`src/hw/rtl/rtcc_pkg.sv`:
```
`default_nettype none
package rtcc_pkg;

  // request kinds carried in the input tuser bit
  localparam logic REQ_TICK = 1'b0;
  localparam logic REQ_SET  = 1'b1;

  localparam logic [15:0] TPS_RESET  = 16'd1000;

  localparam logic [5:0]  SEC_MAX    = 6'd59;
  localparam logic [5:0]  MIN_MAX    = 6'd59;
  localparam logic [3:0]  HOUR_MIN   = 4'd1;
  localparam logic [3:0]  HOUR_MAX   = 4'd12;
  localparam logic [2:0]  WDAY_MIN   = 3'd1;
  localparam logic [2:0]  WDAY_MAX   = 3'd7;
  localparam logic [4:0]  DATE_MIN   = 5'd1;
  localparam logic [3:0]  MONTH_MIN  = 4'd1;
  localparam logic [3:0]  MONTH_MAX  = 4'd12;
  localparam logic [13:0] YEAR_MAX   = 14'd9999;

  localparam logic [5:0]  SEC_RESET   = 6'd10;
  localparam logic [5:0]  MIN_RESET   = 6'd10;
  localparam logic [3:0]  HOUR_RESET  = 4'd10;
  localparam logic        AM_RESET    = 1'b1;
  localparam logic [2:0]  WDAY_RESET  = 3'd1;
  localparam logic [4:0]  DATE_RESET  = 5'd1;
  localparam logic [3:0]  MONTH_RESET = 4'd1;
  localparam logic [13:0] YEAR_RESET  = 14'd2000;

  // reciprocal of 100 scaled by 2^19, exact for every 14-bit year
  localparam logic [26:0] RECIP_100 = 27'd5243;
  localparam int          RECIP_SH  = 19;

  typedef struct packed {
    logic        req_type;
    logic [3:0]  set_hour;
    logic [5:0]  set_minute;
    logic [5:0]  set_second;
    logic        set_is_am;
    logic [2:0]  set_weekday;
    logic [4:0]  set_date;
    logic [3:0]  set_month;
    logic [13:0] set_year;
  } item_t;

  // meridiem event from the time-of-day unit to the calendar
  typedef struct packed {
    logic flip;
    logic am;
  } mer_t;

  function automatic logic is_leap(input logic [13:0] y);
    logic [26:0] prod;
    logic [7:0]  cent;
    logic [13:0] cent_x100;
    logic        whole_cent;
    prod       = {13'd0, y} * RECIP_100;
    cent       = prod[26:RECIP_SH];
    cent_x100  = {cent, 6'd0} + {1'b0, cent, 5'd0} + {4'd0, cent, 2'd0};
    whole_cent = (cent_x100 == y);
    return (y[1:0] == 2'd0) && (!whole_cent || (cent[1:0] == 2'd0));
  endfunction

  function automatic logic [4:0] month_len(input logic [3:0] m, input logic [13:0] y);
    logic [4:0] len;
    case (m) inside
      4'd1, 4'd3, 4'd5, 4'd7, 4'd8, 4'd10, 4'd12: len = 5'd31;
      4'd4, 4'd6, 4'd9, 4'd11:                    len = 5'd30;
      default:                                    len = is_leap(y) ? 5'd29 : 5'd28;
    endcase
    return len;
  endfunction

endpackage
`default_nettype wire

```
`src/hw/rtl/rtcc_in_stage.sv`:
```
`default_nettype none
module rtcc_in_stage (
  input  wire logic            clk,
  input  wire logic            rst_n,
  input  wire logic            in_valid,
  output logic                 in_ready,
  input  wire rtcc_pkg::item_t in_item,
  input  wire logic            out_busy,
  output logic                 adv,
  output rtcc_pkg::item_t      item
);
  import rtcc_pkg::*;

  logic  stg_valid_r;
  logic  stg_valid_nxt;
  item_t stg_item_r;

  // item leaves when the result register is free or being drained
  assign adv      = stg_valid_r && !out_busy;
  assign in_ready = !stg_valid_r || adv;
  assign item     = stg_item_r;

  always_comb begin
    stg_valid_nxt = stg_valid_r;
    if (in_valid && in_ready) begin
      stg_valid_nxt = 1'b1;
    end else if (adv) begin
      stg_valid_nxt = 1'b0;
    end
  end

  always_ff @(posedge clk) begin
    if (!rst_n) begin
      stg_valid_r <= 1'b0;
    end else begin
      stg_valid_r <= stg_valid_nxt;
    end
  end

  always_ff @(posedge clk) begin
    if (in_valid && in_ready) begin
      stg_item_r <= in_item;
    end
  end

endmodule
`default_nettype wire

```
`src/hw/rtl/rtcc_clock.sv`:
```
`default_nettype none
module rtcc_clock (
  input  wire logic            clk,
  input  wire logic            rst_n,
  input  wire logic            adv,
  input  wire rtcc_pkg::item_t item,
  input  wire logic [15:0]     tps,
  output logic [3:0]           hour,
  output logic [5:0]           minute,
  output logic [5:0]           second,
  output logic                 is_am,
  output logic                 colon_on,
  output rtcc_pkg::mer_t       mer
);
  import rtcc_pkg::*;

  logic [15:0] tick_r, tick_nxt;
  logic [5:0]  sec_r, sec_nxt;
  logic [5:0]  min_r, min_nxt;
  logic [3:0]  hour_r, hour_nxt;
  logic        am_r, am_nxt;
  logic        blink_r, blink_nxt;

  logic [16:0] tick_inc;
  logic        sec_hit;
  logic [6:0]  sec_inc;
  logic        sec_wrap;
  logic [6:0]  min_inc;
  logic        min_wrap;
  logic [4:0]  hour_inc;
  logic [3:0]  hour_adv;
  logic        flip;

  always_comb begin
    tick_inc = {1'b0, tick_r} + 17'd1;
    sec_hit  = tick_inc >= {1'b0, tps};
    sec_inc  = {1'b0, sec_r} + {6'd0, sec_hit};
    // an out-of-range second wraps on any tick, even without a second step
    sec_wrap = sec_inc > {1'b0, SEC_MAX};
    min_inc  = {1'b0, min_r} + 7'd1;
    min_wrap = sec_wrap && (min_inc > {1'b0, MIN_MAX});
    hour_inc = {1'b0, hour_r} + 5'd1;
    hour_adv = (hour_inc > {1'b0, HOUR_MAX}) ? HOUR_MIN : hour_inc[3:0];
    flip     = min_wrap && (hour_adv == HOUR_MAX);

    tick_nxt  = tick_r;
    sec_nxt   = sec_r;
    min_nxt   = min_r;
    hour_nxt  = hour_r;
    am_nxt    = am_r;
    blink_nxt = blink_r;
    if (adv) begin
      if (item.req_type == REQ_SET) begin
        tick_nxt = '0;
        sec_nxt  = item.set_second;
        min_nxt  = item.set_minute;
        hour_nxt = item.set_hour;
        am_nxt   = item.set_is_am;
      end else begin
        tick_nxt  = sec_hit ? '0 : tick_inc[15:0];
        blink_nxt = blink_r ^ sec_hit;
        sec_nxt   = sec_wrap ? '0 : sec_inc[5:0];
        if (sec_wrap) begin
          min_nxt = min_wrap ? '0 : min_inc[5:0];
        end
        if (min_wrap) begin
          hour_nxt = hour_adv;
        end
        if (flip) begin
          am_nxt = ~am_r;
        end
      end
    end
    mer.flip = adv && (item.req_type == REQ_TICK) && flip;
    mer.am   = am_nxt;
  end

  always_ff @(posedge clk) begin
    if (!rst_n) begin
      tick_r  <= '0;
      sec_r   <= SEC_RESET;
      min_r   <= MIN_RESET;
      hour_r  <= HOUR_RESET;
      am_r    <= AM_RESET;
      blink_r <= 1'b0;
    end else begin
      tick_r  <= tick_nxt;
      sec_r   <= sec_nxt;
      min_r   <= min_nxt;
      hour_r  <= hour_nxt;
      am_r    <= am_nxt;
      blink_r <= blink_nxt;
    end
  end

  assign hour     = hour_r;
  assign minute   = min_r;
  assign second   = sec_r;
  assign is_am    = am_r;
  assign colon_on = blink_r;

endmodule
`default_nettype wire

```
`src/hw/rtl/rtcc_calendar.sv`:
```
`default_nettype none
module rtcc_calendar (
  input  wire logic            clk,
  input  wire logic            rst_n,
  input  wire logic            adv,
  input  wire rtcc_pkg::item_t item,
  input  wire rtcc_pkg::mer_t  mer,
  output logic [2:0]           weekday,
  output logic [4:0]           day_of_month,
  output logic [3:0]           month_now,
  output logic [13:0]          year_now
);
  import rtcc_pkg::*;

  logic [2:0]  wday_r, wday_nxt;
  logic [4:0]  date_r, date_nxt;
  logic [3:0]  month_r, month_nxt;
  logic [13:0] year_r, year_nxt;

  logic [5:0]  date_inc;
  logic [3:0]  wday_inc;
  logic        date_wrap;
  logic [4:0]  month_inc;
  logic        month_wrap;
  logic [14:0] year_inc;
  logic [4:0]  set_len;

  always_comb begin
    // date and weekday step only on the flip into am, the rollover checks run on both flips
    date_inc   = {1'b0, date_r} + {5'd0, mer.am};
    wday_inc   = {1'b0, wday_r} + {3'd0, mer.am};
    date_wrap  = date_inc > {1'b0, month_len(month_r, year_r)};
    month_inc  = {1'b0, month_r} + {4'd0, date_wrap};
    month_wrap = month_inc > {1'b0, MONTH_MAX};
    year_inc   = {1'b0, year_r} + 15'd1;
    set_len    = month_len(item.set_month, item.set_year);

    wday_nxt  = wday_r;
    date_nxt  = date_r;
    month_nxt = month_r;
    year_nxt  = year_r;
    if (adv && (item.req_type == REQ_SET)) begin
      wday_nxt  = item.set_weekday;
      date_nxt  = (item.set_date > set_len) ? DATE_MIN : item.set_date;
      month_nxt = item.set_month;
      year_nxt  = item.set_year;
    end else if (mer.flip) begin
      wday_nxt  = (wday_inc > {1'b0, WDAY_MAX}) ? WDAY_MIN : wday_inc[2:0];
      date_nxt  = date_wrap ? DATE_MIN : date_inc[4:0];
      month_nxt = month_wrap ? MONTH_MIN : month_inc[3:0];
      if (month_wrap) begin
        year_nxt = (year_inc > {1'b0, YEAR_MAX}) ? '0 : year_inc[13:0];
      end
    end
  end

  always_ff @(posedge clk) begin
    if (!rst_n) begin
      wday_r  <= WDAY_RESET;
      date_r  <= DATE_RESET;
      month_r <= MONTH_RESET;
      year_r  <= YEAR_RESET;
    end else begin
      wday_r  <= wday_nxt;
      date_r  <= date_nxt;
      month_r <= month_nxt;
      year_r  <= year_nxt;
    end
  end

  assign weekday      = wday_r;
  assign day_of_month = date_r;
  assign month_now    = month_r;
  assign year_now     = year_r;

endmodule
`default_nettype wire

```
`src/hw/rtl/rtc_calendar_12h_core.sv`:
```
`default_nettype none
// 12-hour real-time clock and calendar driven by a stream of request beats. A tick beat
// (in_tuser = 0) counts one tick; after cfg ticks-per-second ticks the second advances and
// the colon bit toggles, with carries through minute, hour (1..12), am/pm, weekday, date
// (month lengths with gregorian leap years), month and year (wraps 9999 -> 0). A set beat
// (in_tuser = 1) loads every field, clears the tick count and forces an oversized date to
// 1; the colon bit is kept. Every request gives exactly one result beat carrying the clock
// state after that request. Throughput is one beat per clock unless the output stalls:
// an input register feeds the clock and calendar registers, which double as the result
// register, so each beat passes the input register, then the state registers. The input
// register holds one further beat while a result is stalled on the output, then in_tready
// drops. Write cfg only while no request is in flight.
module rtc_calendar_12h_core (
  input  wire logic        clk,
  input  wire logic        rst_n,
  // configuration: ticks per second
  input  wire logic        cfg_we,
  input  wire logic [15:0] cfg_wdata,
  // request stream
  input  wire logic        in_tvalid,
  output logic             in_tready,
  // tdata: set_hour[3:0] set_minute[9:4] set_second[15:10] set_is_am[16]
  //        set_weekday[19:17] set_date[24:20] set_month[28:25] set_year[42:29]
  input  wire logic [47:0] in_tdata,
  // tuser: req_type (0 = tick, 1 = set)
  input  wire logic        in_tuser,
  // result stream
  output logic             out_tvalid,
  input  wire logic        out_tready,
  // tdata: hour[3:0] minute[9:4] second[15:10] is_am[16] weekday[19:17]
  //        day_of_month[24:20] month_now[28:25] year_now[42:29] colon_on[43]
  output logic [47:0]      out_tdata
);
  import rtcc_pkg::*;

  logic [15:0] tps_r;
  logic        out_valid_r, out_valid_nxt;

  item_t       in_item;
  item_t       item;
  logic        adv;
  logic        out_busy;
  mer_t        mer;

  logic [3:0]  hour;
  logic [5:0]  minute;
  logic [5:0]  second;
  logic        is_am;
  logic        colon_on;
  logic [2:0]  weekday;
  logic [4:0]  day_of_month;
  logic [3:0]  month_now;
  logic [13:0] year_now;

  // ticks-per-second register, no read-back
  always_ff @(posedge clk) begin
    if (!rst_n) begin
      tps_r <= TPS_RESET;
    end else if (cfg_we) begin
      tps_r <= cfg_wdata;
    end
  end

  // unpack the request beat
  always_comb begin
    in_item.req_type    = in_tuser;
    in_item.set_hour    = in_tdata[3:0];
    in_item.set_minute  = in_tdata[9:4];
    in_item.set_second  = in_tdata[15:10];
    in_item.set_is_am   = in_tdata[16];
    in_item.set_weekday = in_tdata[19:17];
    in_item.set_date    = in_tdata[24:20];
    in_item.set_month   = in_tdata[28:25];
    in_item.set_year    = in_tdata[42:29];
  end

  // the state registers are the result, so they only move when the result slot frees up
  assign out_busy = out_valid_r && !out_tready;

  rtcc_in_stage u_in_stage (
    .clk      (clk),
    .rst_n    (rst_n),
    .in_valid (in_tvalid),
    .in_ready (in_tready),
    .in_item  (in_item),
    .out_busy (out_busy),
    .adv      (adv),
    .item     (item)
  );

  // time of day, tick counter and colon blink
  rtcc_clock u_clock (
    .clk      (clk),
    .rst_n    (rst_n),
    .adv      (adv),
    .item     (item),
    .tps      (tps_r),
    .hour     (hour),
    .minute   (minute),
    .second   (second),
    .is_am    (is_am),
    .colon_on (colon_on),
    .mer      (mer)
  );

  // weekday, date, month, year; loads on a set, steps on the am/pm flip
  rtcc_calendar u_calendar (
    .clk          (clk),
    .rst_n        (rst_n),
    .adv          (adv),
    .item         (item),
    .mer          (mer),
    .weekday      (weekday),
    .day_of_month (day_of_month),
    .month_now    (month_now),
    .year_now     (year_now)
  );

  // result valid: set when a request lands, cleared when taken
  always_comb begin
    out_valid_nxt = out_valid_r;
    if (adv) begin
      out_valid_nxt = 1'b1;
    end else if (out_tready) begin
      out_valid_nxt = 1'b0;
    end
  end

  always_ff @(posedge clk) begin
    if (!rst_n) begin
      out_valid_r <= 1'b0;
    end else begin
      out_valid_r <= out_valid_nxt;
    end
  end

  assign out_tvalid = out_valid_r;
  assign out_tdata  = {4'd0, colon_on, year_now, month_now, day_of_month, weekday,
                       is_am, second, minute, hour};

  // a tick always leaves the second in range
  a_sec_range: assert property (@(posedge clk) disable iff (!rst_n)
    (adv && (item.req_type == REQ_TICK)) |=> (out_tdata[15:10] <= SEC_MAX))
    else $error("second out of range after tick");

  // the state must not move while a result is held on a stalled output
  a_hold_stall: assert property (@(posedge clk) disable iff (!rst_n)
    out_busy |=> $stable(out_tdata))
    else $error("result changed while stalled");

  // colon bit only changes on a processed tick
  a_colon: assert property (@(posedge clk) disable iff (!rst_n)
    !(adv && (item.req_type == REQ_TICK)) |=> $stable(colon_on))
    else $error("colon toggled without a tick");

  // calendar only changes on a set or an am/pm flip
  a_cal: assert property (@(posedge clk) disable iff (!rst_n)
    (!mer.flip && !(adv && (item.req_type == REQ_SET))) |=> $stable(out_tdata[42:17]))
    else $error("calendar changed without flip or set");

endmodule
`default_nettype wire

```
`config.mk`:
```
export PLATFORM = sky130hd
export DESIGN_NAME = rtc_calendar_12h_core
export DESIGN_NICKNAME = d
export VERILOG_FILES = /design/src/hw/rtl/rtcc_pkg.sv /design/src/hw/rtl/rtcc_in_stage.sv /design/src/hw/rtl/rtcc_clock.sv /design/src/hw/rtl/rtcc_calendar.sv /design/src/hw/rtl/rtc_calendar_12h_core.sv
export SDC_FILE = /design/constraint.sdc
export NUM_CORES = 1
export LEC_CHECK = 0
export BUFFER_PORTS_ARGS = -buffer_cell sky130_fd_sc_hd__buf_2
export CAP_MARGIN = 15
export CORE_MARGIN = 2
export CORE_UTILIZATION = 45
export CTS_BUF_LIST = sky130_fd_sc_hd__clkbuf_4
export CTS_CLUSTER_DIAMETER = 120
export DETAILED_ROUTE_END_ITERATION = 6
export HOLD_SLACK_MARGIN = 0.12
export PLACE_DENSITY = 0.65
export SLEW_MARGIN = 20
export SYNTH_ARGS = -nofsm -noshare
export SYNTH_HDL_FRONTEND = slang
export SYNTH_SLANG_ARGS = --single-unit
```
`constraint.sdc`:
```
create_clock -name clk -period 11.1 [get_ports clk]
set_input_delay 0 -clock clk [delete_from_list [all_inputs] [get_ports clk]]
set_output_delay 0 -clock clk [all_outputs]
set_load 0.01 [all_outputs]
```
==> results.ini <==
[yosys]
synth_top_cell_area_share = 0.228
postSynthRegisterBits = 122
syn_area_per_cell_um2 = 9.54
synthTopCellsByArea = ha_1, fa_1, dfxtp_1, edfxtp_1, inv_1
postSynthCellCount = 1509
syn_area_um2 = 14400
async_reset_ff_frac = 0
yosysTopAreaCell = ha_1
synth_warnings = 0
yosysSeqAreaShare = 0.200
synth_top_flop_cell = dfxtp_1
yosysUniqueCellTypes = 79
synth_edf_count = 44

[timing]
whs_ns = 0.160
final.setup_skew_ns = 0.0198
hold_viol_final = 0
max_clock_freq_mhz = 95.0
setup_viol = 0
min_period_ns = 10.52
rsz0062_at_grt = false
worst_pin_slew_ns = 1.12
maxSlewHeadroom = 0.255
tns_ns = 0
maxSlewViolCount = 0
period_share = 0.948

[floorplan]
io_pins = 120
start_util = 0.456
die_y_um = 183
die_w_um = 183
core_um2 = 31600
die_area_um2 = 33500
rows = 65

[clock_network]
cts_num_sinks = 122
path_clk_slew_ns = 0.12
tritoncts = done
cts_root_buffer = clkbuf_4
htreeDepth = 4
clock_latency_ns = 0.56
cts_buffer_depth = 2
cts_made_buffers = 17

[routing]
finalWirelength_um = 34300
drtIter0Drc = 689
drtAntennaViolNets = 0
wire_per_inst_um = 15.9
dr_total_vias = 11290
via_per_inst = 5.23
drtPass1Iterations = 5
drc = 0

[job]
cap_violations = 0

[worst_setup_path]
path_max_fanout = 18
critPathArrivalTime_ns = 10.91
cpLargestDelayFamily = adder cells
cp_slowest_stage_delay_ns = 0.54
critPathLaunch = u_calendar.year_now[10]
path_buf_inv = 7
reg2reg_depth = 44
cp.depth = 44
worstSetupPathType = reg2reg
startpoint_type = flop
slowest_stage = fa_1
crit_end = u_calendar.year_now[4]
rrSetupSlack_ns = 0.58
end_kind = flop
worst_r2r_endpoint = u_calendar.year_now[4]
required_ns = 11.48
reg2reg_from = u_calendar.year_now[10]

[layout]
nets = 2211
area_delta_synth_final_pct = 18.3
drive_above_1_share = 0.124
fill_cells = 2837

[pwr]
powerDensity_nw_per_um2 = 151
swShare = 0.442
p_clk_frac = 0.105
p_leak_nw = 8.49
comb_power_share = 0.698
max-vdd-ir-drop_v = 0.000349
p_sw_mw = 1.14
p_int_mw = 1.43
pwr-share-seq = 0.197

[global_route]
grt_pass1_wl_um = 56600
overflow = 0
grt_pass1_vias = 11487
grt_max_degree = 67
grt.total_usage = 0.212
antenna_found_initial = 1

[hold_path]
hp-class = in2reg

[placement]
dp_hpwl_um = 26500
gp_congestion = 0.884
port_buffers = 110

[run_status]
outcome = completed

==> power by group through the flow <==
stage | sequential [mW] | combinational [mW] | clock, mW
finish | 0.507 | 1.79 | 0.270
global route | 0.510 | 2.07 | 0.295
CTS | 0.507 | 1.78 | 0.277
detailed placement | 0.517 | 1.74 | 0
global placement | 0.517 | 1.68 | 0
floorplan | 0.511 | 1.41 | 0
==> through the flow <==
step                worst slack [ns]  power, mW   util  cells  cell area (um^2)
finish                         0.575       2.57  0.540   2159             17000
global route                  0.0334       2.87  0.540   2159             17000
CTS                           0.0341       2.57  0.532   2153             16800
detailed placement            0.0348       2.26  0.490   2011             15500
global placement               0.342       2.20  0.490   2011             15500
floorplan                      0.684       1.92      -   1512             14400
==> placed cells by master, fill, tap and decap left out, types with 19 or more instances in the layout <==
cell type / count
a21o_1: 21
a21oi_1: 45
and3_1: 19
buf_2: 110
buf_4: 26
clkbuf_4: 22
dfxtp_1: 72
dlygate4sd3_1: 111
edfxtp_1: 44
fa_1: 136
ha_1: 260
inv_1: 299
nand2_1: 87
nand2b_1: 19
nand3_1: 24
nor2_1: 45
o211ai_1: 27
o21ai_0: 55
xnor2_1: 42
xor2_1: 29
==> routing by layer <==
metal / share of wire / wire length (um) / vias to the layer above / track usage
met5: 0 / 0 / - / 0
li1: - / - / 5559 / -
met1: 0.46 / 15900 / 5453 / 0.286
met2: 0.47 / 16200 / 241 / 0.352
met3: 0.048 / 1650 / 37 / 0.0371
met4: 0.020 / 673 / 0 / 0.0576
==> area by class of cell <==
class / instances / area [um^2] / area share
tap: 402 / 503 / 0.0295
sequential: 122 / 2890 / 0.170
antenna: 1 / 2.50 / 0.000147
inverter: 300 / 1130 / 0.0663
multi-input combinational: 1052 / 10400 / 0.611
clock buffer: 22 / 165 / 0.00969
timing repair buffer: 250 / 1890 / 0.111
clock inverter: 10 / 56.3 / 0.00330
==> flip-flops by register name (all words and copies together) (netlist names) <==
name / count
out_tvalid: 1
tps_r: 16
u_calendar.day_of_month: 5
u_calendar.month_now: 4
u_calendar.weekday: 3
u_calendar.year_now: 14
u_clock.colon_on: 1
u_clock.hour: 4
u_clock.is_am: 1
u_clock.minute: 6
u_clock.second: 6
u_clock.tick_r: 16
u_in_stage.item: 44
u_in_stage.stg_valid_r: 1
==> synth_stat cells (5+ instances only) <==
master and number:
nor2_1 47, buf_2 6, a211o_1 7, nand3_1 25, o21ai_1 5, buf_4 6, nor3_1 14, xor2_1 29
o21ai_0 60, nor3b_1 7, nand4_1 11, nand3b_1 5, a21o_1 21, fa_1 136, and4_1 6, mux2i_1 12
dfxtp_1 78, o211a_1 6, o31ai_1 5, edfxtp_1 44, nand2_1 87, o21a_1 8, nor2b_1 18, or2_2 5
inv_1 300, o22ai_1 6, and2_1 11, nor4_1 6, xnor2_1 45, nand2b_1 19, clkbuf_1 24, o2111ai_1 7
a211oi_1 6, o211ai_1 27, and3_1 19, a21oi_1 49, ha_1 262
==> repair_timing <==
item                                    CTS  global route
resized for setup                         1            46
hold endpoints to repair                101             1
pin swaps                                 0            18
endpoints found under the setup margin    2            18
hold buffers                            110             1
buffers inserted                          0             4
==> cells by family (layout without fill, tap and decap cells) <==
| family | count (synthesis) | count (layout) | share of synthesized area |
|---|---|---|---|
| compound gates | 264 | 264 | 0.127 |
| fa+ha+maj | 399 | 399 | 0.417 |
| xor+xnor | 78 | 78 | 0.0513 |
| buf+inv | 338 | 582 | 0.0907 |
| flops | 122 | 122 | 0.200 |
| other cells | 1 | 5 | 0.000260 |
| mux | 12 | 12 | 0.00834 |
| simple gates | 295 | 295 | 0.105 |
==> worst min-delay path by stage <==
stage	start	to	slack (ns)	cells past startpoint
after global routing	in_tdata[4]	u_in_stage.item[33]	0.13	2
after CTS	in_tdata[23]	u_in_stage.item[21]	0.12	2
after floorplan	in_tdata[29]	u_in_stage.item[0]	0.1	0
after detailed placement	in_tdata[33]	u_in_stage.item[4]	0.18	1
after global placement	in_tdata[36]	u_in_stage.item[7]	0.18	1
final	in_tdata[29]	u_in_stage.item[0]	0.16	2
(Power assumes the default switching activity.)
